<file path="src/kepler_equation_bisection_solver_defines.svh">
// Assertion helpers for the solver control module.
`ifndef KEPLER_EQUATION_BISECTION_SOLVER_DEFINES_SVH
`define KEPLER_EQUATION_BISECTION_SOLVER_DEFINES_SVH

// Clocked check, muted while reset is asserted.
`define KEBS_ASSERT(lbl, clk, rstn, prop) \
  lbl: assert property (@(posedge clk) disable iff (!rstn) prop) \
    else $error("kebs check failed");

// Clocked check that also holds during reset.
`define KEBS_ASSERT_ALWAYS(lbl, clk, prop) \
  lbl: assert property (@(posedge clk) prop) else $error("kebs check failed");

`endif

</file>
<file path="src/kebs_pkg.sv">
// ----------------------------------------------------------------------------
// kebs_pkg
// Types, register indexes and fixed constants of the Kepler bisection solver.
// ----------------------------------------------------------------------------
package kebs_pkg;

  localparam int unsigned AngleW = 32;   // Q3.29 angle
  localparam int unsigned EccW   = 31;   // Q1.30 eccentricity
  localparam int unsigned TolW   = 31;
  localparam int unsigned IterW  = 10;
  localparam int unsigned CfgIdxW = 8;
  localparam int unsigned CfgDatW = 32;

  localparam logic [CfgIdxW-1:0] RegEcc  = 8'd0;
  localparam logic [CfgIdxW-1:0] RegTol  = 8'd1;
  localparam logic [CfgIdxW-1:0] RegIter = 8'd2;

  localparam logic [TolW-1:0]  TolReset  = 31'd54;
  localparam logic [IterW-1:0] IterReset = 10'd1000;

  localparam logic signed [35:0] Q30Pi     = 36'sd3373259426;
  localparam logic signed [35:0] Q30HalfPi = 36'sd1686629713;
  localparam logic signed [35:0] Q30TwoPi  = 36'sd6746518852;
  localparam logic signed [33:0] CordicGain = 34'sd652032874;
  localparam logic signed [33:0] SinOne     = 34'sd1073741824;

  typedef struct packed {
    logic load;   // take a new mean anomaly, open the bracket
    logic prep;   // pick the angle, reduce it, seed the rotator
    logic init;   // angle is the lower bound, not a midpoint
    logic rot;    // one rotation step
    logic mul;    // e * |sin|
    logic res;    // residual sign
    logic eval;   // move a bound
  } kebs_cmd_t;

  typedef struct packed {
    logic step_last;
    logic lt_tol;
    logic cap_hit;
  } kebs_status_t;

  function automatic logic signed [35:0] atan_q30(input int unsigned k);
    logic signed [35:0] v;
    case (k)
      0:  v = 36'sd843314856;
      1:  v = 36'sd497837829;
      2:  v = 36'sd263043836;
      3:  v = 36'sd133525158;
      4:  v = 36'sd67021686;
      5:  v = 36'sd33543515;
      6:  v = 36'sd16775850;
      7:  v = 36'sd8388437;
      8:  v = 36'sd4194282;
      9:  v = 36'sd2097149;
      10: v = 36'sd1048575;
      default: begin
        if (k <= 30) v = 36'((longint'(1) << (30 - k)) - 1);
        else v = '0;
      end
    endcase
    return v;
  endfunction

endpackage

</file>
<file path="src/kepler_equation_bisection_solver.sv">
// ----------------------------------------------------------------------------
// kepler_equation_bisection_solver
// Solves E - e*sin(E) = M by bisection over [0, 8] rad with a CORDIC sine.
// ----------------------------------------------------------------------------
// channel   direction  handshake                  payload
// command   in         start & !busy              mean_anomaly_i
// result    out        done_o (one-cycle strobe)  eccentric_anomaly_o,
//                                                 iteration_count_o, hit_limit_o
// config    in         cfg_valid_i & cfg_ready_o  cfg_index_i, cfg_data_i
//
// One item is solved at a time; every residual evaluation, one per halving plus
// one for the lower bound, runs on the single shared CORDIC rotator.
// Each halving evaluates the residual at the midpoint only; the lower-bound
// sign is kept from the previous step. Reset is asynchronous, active low.
// cfg_ready_o is always high. The receiver cannot stall results.
module kepler_equation_bisection_solver import kebs_pkg::*; #(
  parameter int unsigned CORDIC_STEPS = 32
) (
  input  logic               clk_i,
  input  logic               rst_ni,
  input  logic               start,
  output logic               busy,
  input  logic [AngleW-1:0]  mean_anomaly_i,
  output logic               done_o,
  output logic [AngleW-1:0]  eccentric_anomaly_o,
  output logic [IterW-1:0]   iteration_count_o,
  output logic               hit_limit_o,
  input  logic               cfg_valid_i,
  output logic               cfg_ready_o,
  input  logic [CfgIdxW-1:0] cfg_index_i,
  input  logic [CfgDatW-1:0] cfg_data_i
);

  kebs_cmd_t    cmd;
  kebs_status_t status;

  assign cfg_ready_o = 1'b1;

  kebs_ctrl u_ctrl (
    .clk_i       (clk_i),
    .rst_ni      (rst_ni),
    .start       (start),
    .busy        (busy),
    .status_i    (status),
    .cmd_o       (cmd),
    .done_o      (done_o),
    .hit_limit_o (hit_limit_o)
  );

  kebs_datapath #(
    .CORDIC_STEPS (CORDIC_STEPS)
  ) u_datapath (
    .clk_i               (clk_i),
    .rst_ni              (rst_ni),
    .cfg_we_i            (cfg_valid_i && cfg_ready_o),
    .cfg_index_i         (cfg_index_i),
    .cfg_data_i          (cfg_data_i),
    .mean_anomaly_i      (mean_anomaly_i),
    .cmd_i               (cmd),
    .status_o            (status),
    .eccentric_anomaly_o (eccentric_anomaly_o),
    .iteration_count_o   (iteration_count_o)
  );

endmodule

</file>
<file path="src/kebs_datapath.sv">
// ----------------------------------------------------------------------------
// kebs_datapath
// Bracket registers, configuration, shared CORDIC sine and residual sign.
// ----------------------------------------------------------------------------
module kebs_datapath import kebs_pkg::*; #(
  parameter int unsigned CORDIC_STEPS = 32
) (
  input  logic                clk_i,
  input  logic                rst_ni,
  input  logic                cfg_we_i,
  input  logic [CfgIdxW-1:0]  cfg_index_i,
  input  logic [CfgDatW-1:0]  cfg_data_i,
  input  logic [AngleW-1:0]   mean_anomaly_i,
  input  kebs_cmd_t           cmd_i,
  output kebs_status_t        status_o,
  output logic [AngleW-1:0]   eccentric_anomaly_o,
  output logic [IterW-1:0]    iteration_count_o
);

  localparam int unsigned KW = (CORDIC_STEPS > 1) ? $clog2(CORDIC_STEPS) : 1;

  logic [EccW-1:0]  ecc_q;
  logic [TolW-1:0]  tol_q;
  logic [IterW-1:0] iter_q;

  logic [AngleW-1:0] mean_q;
  logic [AngleW:0]   lo_q, hi_q, mid_q, ang_q;
  logic [IterW-1:0]  cnt_q;
  logic signed [33:0] x_q, y_q;
  logic signed [35:0] z_q;
  logic [KW-1:0]      k_q;
  logic [61:0]        prod_q;
  logic               sneg_q;
  logic               fz_q, fn_q, flz_q, fln_q;

  // configuration
  always_ff @(posedge clk_i or negedge rst_ni) begin
    if (!rst_ni) begin
      ecc_q  <= '0;
      tol_q  <= TolReset;
      iter_q <= IterReset;
    end else if (cfg_we_i) begin
      case (cfg_index_i)
        RegEcc:  ecc_q  <= cfg_data_i[EccW-1:0];
        RegTol:  tol_q  <= cfg_data_i[TolW-1:0];
        RegIter: iter_q <= cfg_data_i[IterW-1:0];
        default: ;
      endcase
    end
  end

  // angle selection and range reduction into [-pi/2, pi/2]
  logic [AngleW:0]    sum_w, ang_d;
  logic signed [35:0] th0, th1, th2, th3;
  always_comb begin
    sum_w = 33'(({1'b0, lo_q} + {1'b0, hi_q}) >> 1);
    ang_d = cmd_i.init ? lo_q : sum_w;
    th0   = 36'({ang_d, 1'b0});
    th1   = (th0 >= Q30TwoPi) ? th0 - Q30TwoPi : th0;
    th2   = (th1 > Q30Pi) ? th1 - Q30TwoPi : th1;
    if (th2 > Q30HalfPi) th3 = Q30Pi - th2;
    else if (th2 < -Q30HalfPi) th3 = -Q30Pi - th2;
    else th3 = th2;
  end

  // rotation step
  logic signed [33:0] dx, dy;
  logic signed [35:0] at;
  always_comb begin
    dx = y_q >>> k_q;
    dy = x_q >>> k_q;
    at = atan_q30(int'(k_q));
  end

  // clamp, magnitude
  logic signed [33:0] ys;
  logic [30:0]        mag;
  always_comb begin
    if (y_q > SinOne) ys = SinOne;
    else if (y_q < -SinOne) ys = -SinOne;
    else ys = y_q;
    mag = ys[33] ? 31'(-ys) : 31'(ys);
  end

  // residual f = angle - e*sin - mean
  logic [62:0]        rsum;
  logic [31:0]        rnd;
  logic signed [35:0] es, f;
  always_comb begin
    rsum = {1'b0, prod_q} + 63'(64'd1 << 30);
    rnd  = rsum[62:31];
    es   = sneg_q ? -36'(rnd) : 36'(rnd);
    f    = 36'(ang_q) - es - 36'(mean_q);
  end

  logic move_hi;
  assign move_hi = fz_q || flz_q || (fn_q != fln_q);

  always_ff @(posedge clk_i) begin
    if (cmd_i.load) begin
      mean_q <= mean_anomaly_i;
      lo_q   <= '0;
      hi_q   <= 33'(64'd1 << AngleW);
    end
    if (cmd_i.prep) begin
      ang_q <= ang_d;
      if (!cmd_i.init) mid_q <= ang_d;
      z_q   <= th3;
      x_q   <= CordicGain;
      y_q   <= '0;
      k_q   <= '0;
    end
    if (cmd_i.rot) begin
      if (!z_q[35]) begin
        x_q <= x_q - dx;
        y_q <= y_q + dy;
        z_q <= z_q - at;
      end else begin
        x_q <= x_q + dx;
        y_q <= y_q - dy;
        z_q <= z_q + at;
      end
      k_q <= k_q + KW'(1);
    end
    if (cmd_i.mul) begin
      prod_q <= 62'(ecc_q) * 62'(mag);
      sneg_q <= ys[33];
    end
    if (cmd_i.res) begin
      fz_q <= (f == '0);
      fn_q <= f[35];
    end
    if (cmd_i.eval) begin
      if (cmd_i.init) begin
        flz_q <= fz_q;
        fln_q <= fn_q;
      end else if (move_hi) begin
        hi_q <= mid_q;
      end else begin
        lo_q  <= mid_q;
        flz_q <= fz_q;
        fln_q <= fn_q;
      end
    end
  end

  // halving counter is control state
  always_ff @(posedge clk_i or negedge rst_ni) begin
    if (!rst_ni) begin
      cnt_q <= '0;
    end else if (cmd_i.load) begin
      cnt_q <= '0;
    end else if (cmd_i.prep && !cmd_i.init) begin
      cnt_q <= cnt_q + IterW'(1);
    end
  end

  logic [IterW-1:0] cap;
  assign cap = (iter_q == '0) ? IterW'(1) : iter_q;

  assign status_o.step_last = (k_q == KW'(CORDIC_STEPS - 1));
  assign status_o.lt_tol    = ((hi_q - lo_q) < 33'(tol_q));
  assign status_o.cap_hit   = (cnt_q >= cap);

  assign eccentric_anomaly_o = mid_q[AngleW-1:0];
  assign iteration_count_o   = cnt_q;

endmodule

</file>
<file path="src/kebs_ctrl.sv">
// ----------------------------------------------------------------------------
// kebs_ctrl
// Sequencer: seed, rotate, multiply, residual, bound update, stop test.
// ----------------------------------------------------------------------------
`include "kepler_equation_bisection_solver_defines.svh"

module kebs_ctrl import kebs_pkg::*; (
  input  logic         clk_i,
  input  logic         rst_ni,
  input  logic         start,
  output logic         busy,
  input  kebs_status_t status_i,
  output kebs_cmd_t    cmd_o,
  output logic         done_o,
  output logic         hit_limit_o
);

  typedef enum logic [2:0] {
    S_IDLE, S_PREP, S_ROT, S_MUL, S_RES, S_EVAL, S_CHECK, S_DONE
  } state_e;

  state_e state_q;
  logic   init_q, done_q, hit_q;

  always_ff @(posedge clk_i or negedge rst_ni) begin
    if (!rst_ni) begin
      state_q <= S_IDLE;
      init_q  <= 1'b0;
      done_q  <= 1'b0;
      hit_q   <= 1'b0;
    end else begin
      done_q <= 1'b0;
      case (state_q)
        S_IDLE: begin
          if (start) begin
            init_q  <= 1'b1;
            state_q <= S_PREP;
          end
        end
        S_PREP: state_q <= S_ROT;
        S_ROT: begin
          if (status_i.step_last) state_q <= S_MUL;
        end
        S_MUL: state_q <= S_RES;
        S_RES: state_q <= S_EVAL;
        S_EVAL: begin
          init_q  <= 1'b0;
          state_q <= init_q ? S_PREP : S_CHECK;
        end
        S_CHECK: begin
          if (status_i.lt_tol) begin
            hit_q   <= 1'b0;
            done_q  <= 1'b1;
            state_q <= S_DONE;
          end else if (status_i.cap_hit) begin
            hit_q   <= 1'b1;
            done_q  <= 1'b1;
            state_q <= S_DONE;
          end else begin
            state_q <= S_PREP;
          end
        end
        S_DONE: state_q <= S_IDLE;
        default: state_q <= S_IDLE;
      endcase
    end
  end

  always_comb begin
    cmd_o      = '0;
    cmd_o.init = init_q;
    cmd_o.load = (state_q == S_IDLE) && start;
    cmd_o.prep = (state_q == S_PREP);
    cmd_o.rot  = (state_q == S_ROT);
    cmd_o.mul  = (state_q == S_MUL);
    cmd_o.res  = (state_q == S_RES);
    cmd_o.eval = (state_q == S_EVAL);
  end

  assign busy        = (state_q != S_IDLE);
  assign done_o      = done_q;
  assign hit_limit_o = hit_q;

  `KEBS_ASSERT(a_done_then_idle, clk_i, rst_ni, done_o |=> !busy)
  `KEBS_ASSERT(a_hit_means_cap, clk_i, rst_ni, done_o && hit_limit_o |-> status_i.cap_hit)
  `KEBS_ASSERT(a_conv_means_tol, clk_i, rst_ni, done_o && !hit_limit_o |-> status_i.lt_tol)
  `KEBS_ASSERT_ALWAYS(a_done_while_busy, clk_i, done_o |-> busy)

endmodule

</file>
<file path="config.mk">
export PLATFORM = sky130hd
export DESIGN_NAME = kepler_equation_bisection_solver
export DESIGN_NICKNAME = d
export VERILOG_FILES = /design/src/kebs_pkg.sv /design/src/kepler_equation_bisection_solver.sv /design/src/kebs_datapath.sv /design/src/kebs_ctrl.sv
export VERILOG_INCLUDE_DIRS = /design/src /design/src/src
export SDC_FILE = /design/constraint.sdc
export NUM_CORES = 2
export LEC_CHECK = 0
export BUFFER_PORTS_ARGS = -buffer_cell sky130_fd_sc_hd__buf_2
export CAP_MARGIN = 0
export CELL_PAD_IN_SITES_DETAIL_PLACEMENT = 2
export CELL_PAD_IN_SITES_GLOBAL_PLACEMENT = 2
export CORE_MARGIN = 2
export CORE_UTILIZATION = 37
export DETAILED_ROUTE_END_ITERATION = 6
export PLACE_DENSITY_LB_ADDON = 0.1
export SLEW_MARGIN = 20
export SYNTH_ARGS = -nofsm -noshare
export SYNTH_HDL_FRONTEND = slang
export SYNTH_SLANG_ARGS = --single-unit
export TNS_END_PERCENT = 50
</file>
<file path="constraint.sdc">
create_clock -name clk_i -period 19.3 [get_ports clk_i]
set_input_delay 1.93 -clock clk_i [delete_from_list [all_inputs] [get_ports clk_i]]
set_output_delay 1.93 -clock clk_i [all_outputs]
set_load 0.01 [all_outputs]
</file>
==> impl_metrics.csv <==
group,metric,value,unit
clock_network,clockRootBuffer,"clkbuf_16",
clock_network,numClockSinks,398,
worst_setup_path,cp_slowest_cell,"a2111oi_0",
grt,grt_pass1_vias,65500,
placement,dpl.hpwl,201000,um
clock_network,postCtsResizedCells,0,
clock_network,postCtsSetupBuffers,0,
sta,layout_min_cycle_time,15.17,ns
final_layout,stdcell_count,10500,
worst_setup_path,critPathCaptureType,"flop",
logic_synthesis,syn_nets,9625,
final_layout,final_core_util,0.397,
logic_synthesis,synth_top_cell_by_area,"fa_1",
sta,period_share,0.786,
placement,numPortBuffers,119,
drt,dr_wl_met2,130000,um
worst_setup_path,r2r-end,"u_datapath.prod_q[61]",
worst_setup_path,crit_fanout,31,
final_layout,nets,9461,
grt,antenna_found_initial,23,
grt,grt_pass1_wl,400000,um
sta,whs,0.462,ns
power_and_ir_drop,swShare,0.323,
worst_setup_path,worstReg2RegStart,"u_datapath.y_q[22]",
sta,setup_tns,0,ns
drt,drt_iter0_markers,2887,
drt,drc_errors,0,
clock_network,clock_latency,0.69,ns
logic_synthesis,yosys.area.top_type_share,0.251,
drt,dr.max_layer_used,"met5",
clock_network,clock_path_buffers,3,
worst_setup_path,worstPathArrival,15.60,ns
worst_hold_path,hold_depth,0,
drt,wl_per_cell,24.5,um
floorplanning,start_util,0.371,
drt,wirelength,258000,um
sta,rsz0062_at_grt,"false",
worst_hold_path,min_from,"u_datapath.fz_q",
logic_synthesis,synth_edf_count,244,
sta,maxSlewViolCount,0,
grt,grt.total_usage,0.269,
worst_setup_path,critPathRequiredTime,19.73,ns
final_layout,fillCellCount,21000,
worst_setup_path,max_stage_delay,0.70,ns
drt,wl_met3,7270,um
power_and_ir_drop,ir_drop,0.0000621,V
power_and_ir_drop,leakage,33.8,nW
logic_synthesis,syn_avg_cell_area,8.53,sq um
grt,grt-ovfl-total,0,
worst_hold_path,holdPathEnd,"u_datapath.flz_q",
floorplanning,ioPinCount,122,
final_layout,area_growth_syn_to_layout,6.91,%
drt,m1WireLength,113000,um
logic_synthesis,netlist_area,69600,sq um
drt,avgViaCountPerCell,5.53,
floorplanning,dieArea,192000,sq um
drt,vias,58300,
final_layout,layout-drive-gt1-share,0.0770,
worst_setup_path,rr_worst_depth,48,
sta,finalHoldViolCount,0,
logic_synthesis,synth_seq_cells,398,
floorplanning,row_count,159,
worst_hold_path,hold_class,"reg -> reg",
worst_setup_path,crit_top_cell,"fa_1",
logic_synthesis,ys_types,122,
clock_network,htree_num_levels,2,
placement,routabilityCongestion,0.873,
logic_synthesis,async_reset_ff_frac,0.221,
clock_network,numCtsBuffers,53,
worst_setup_path,r2r_slack,4.13,ns
worst_setup_path,setup.worst_path.start_class,"flop",
final_layout,multi_input_area,52600,sq um
run_status,outcome,"finished, final reports clean",
clock_network,cts_tree,"built",
logic_synthesis,yosysWarnings,0,
power_and_ir_drop,p_int,1.81,mW
floorplanning,die_h,438,um
logic_synthesis,netlist_top_cells_area,"fa_1, edfxtp_1, ha_1, inv_1, nand2_1",
sta,slew_headroom,0.264,
sta,setup_viol,0,
grt,grt_max_degree,77,
power_and_ir_drop,p_switching,864,uW
floorplanning,die_x,438,um
power_and_ir_drop,pwr-share-comb,0.249,
clock_network,holdBufCountCts,0,
drt,ant_nets,0,
final_layout,seq_area,10900,sq um
floorplanning,core_area,187000,sq um
power_and_ir_drop,sequentialPowerShare,0.348,
sta,fmax,65.9,MHz
sta,worst_slew_pin_slew,1.10,ns
logic_synthesis,synth_ff_type,"edfxtp_1",
job,maxCapViolCount,0,
power_and_ir_drop,clockPowerShare,0.403,
placement,place_inst,10400,
logic_synthesis,ys_seq_area_frac,0.156,
clock_network,cts.clk_slew.worst_paths,0.06,ns
power_and_ir_drop,p_per_area,36.0,nW/um^2
sta,finClkSkew,0.0457,ns
logic_synthesis,synth_cells,8157,
drt,drtPass1Iterations,7,
worst_setup_path,path_class,"reg -> reg",
## cell type report
type | instances | share of cell area
multi-input combinational | 6118 | 0.707
tap | 2495 | 0.0420
inverter | 1195 | 0.0603
sequential | 398 | 0.146
antenna | 7 | 0.000235
clock buffer | 76 | 0.0215
clock inverter | 24 | 0.00400
timing repair buffer | 227 | 0.0192
## placed cells by master, fill, tap and decap left out, types with 149 or more instances in the layout
| master | count |
|---|---|
| xnor2_1 | 297 |
| nor2_1 | 480 |
| ha_1 | 519 |
| and2_1 | 422 |
| fa_1 | 873 |
| nand2_1 | 1107 |
| xor2_1 | 149 |
| o21ai_0 | 307 |
| edfxtp_1 | 244 |
| a21oi_1 | 315 |
| nor3_1 | 155 |
| inv_1 | 1178 |
## synth_stat cells, types with 56 or more instances
| cell | number |
|---|---|
| a21oi_1 | 320 |
| a31oi_1 | 56 |
| and2_1 | 422 |
| and3_1 | 83 |
| clkbuf_1 | 337 |
| dfrtp_1 | 78 |
| dfxtp_1 | 66 |
| edfxtp_1 | 244 |
| fa_1 | 873 |
| ha_1 | 519 |
| inv_1 | 1179 |
| mux2_2 | 99 |
| mux2i_1 | 68 |
| nand2_1 | 1109 |
| nand2b_1 | 60 |
| nand3_1 | 132 |
| nor2_1 | 491 |
| nor2b_1 | 76 |
| nor3_1 | 158 |
| o21a_1 | 69 |
| o21ai_0 | 310 |
| xnor2_1 | 303 |
| xor2_1 | 151 |
## worst max-delay path: cells and delay by family, from the launching register on
family / cells / cell delay (ns)
AO/OA/AOI/OAI: 22 / 5.49
adder cells (fa/ha/maj): 9 / 4.36
AND/OR/NAND/NOR: 12 / 3.61
buffers and inverters: 4 / 0.74
flip-flops: 1 / 0.53
XOR/XNOR: 1 / 0.12
## flip-flops by register name, summed over array words and instances, names as in the netlist, 32 cells and up
name               count
u_datapath.z_q        36
u_datapath.x_q        34
u_datapath.y_q        34
u_datapath.ang_q      33
u_datapath.hi_q       33
u_datapath.lo_q       33
u_datapath.mid_q      33
u_datapath.mean_q     32
u_datapath.prod_q     32
## per-stage QoR
| step | instance area [sq um] | worst slack [ns] | total power, mW |
|---|---|---|---|
| CTS | 74400 | 4.08 | 2.73 |
| global placement | 72500 | 4.35 | 1.60 |
| floorplan | 69600 | 6.75 | 1.37 |
| finish | 74400 | 4.13 | 2.68 |
| global route | 74400 | 3.22 | 2.82 |
| detailed placement | 72500 | 4.15 | 1.62 |
## routing by layer
metal | vias up | track usage
li1 | 26300 | -
met1 | 30900 | 0.352
met5 | - | 0
met4 | 4 | 0.0713
met3 | 278 | 0.0169
met2 | 860 | 0.480
## power by group through the flow
stage	logic (mW)	clock network (mW)	registers, mW
2_1_floorplan	0.429	0	0.937
3_3_place_gp	0.652	0	0.947
3_5_place_dp	0.676	0	0.948
4_1_cts	0.691	1.11	0.931
5_1_grt	0.756	1.14	0.932
6_report	0.668	1.08	0.931
## worst max-delay path by stage
stage	startpoint	endpoint	slack, ns	cells past startpoint
2_1_floorplan	u_datapath.y_q[22]	u_datapath.prod_q[61]	6.75	56
3_3_place_gp	u_datapath.y_q[22]	u_datapath.prod_q[61]	4.35	48
3_5_place_dp	u_datapath.y_q[22]	u_datapath.prod_q[61]	4.15	48
4_1_cts	u_datapath.y_q[22]	u_datapath.prod_q[61]	4.08	48
5_1_grt	u_datapath.y_q[22]	u_datapath.prod_q[61]	3.22	51
6_report	u_datapath.y_q[22]	u_datapath.prod_q[61]	4.13	48
## kinds of logic (layout without fill, tap and decap cells)
| logic type | Yosys count | after routing | synth area share |
|---|---|---|---|
| simple gates | 2744 | 2744 | 0.187 |
| buf+inv | 1641 | 1522 | 0.0918 |
| fa+ha+maj | 1392 | 1392 | 0.344 |
| compound gates | 1318 | 1318 | 0.125 |
| xor+xnor | 459 | 459 | 0.0585 |
| flops | 398 | 398 | 0.156 |
| mux | 204 | 204 | 0.0376 |
| other cells | 1 | 8 | 0.0000539 |
(Power assumes the default switching activity.)
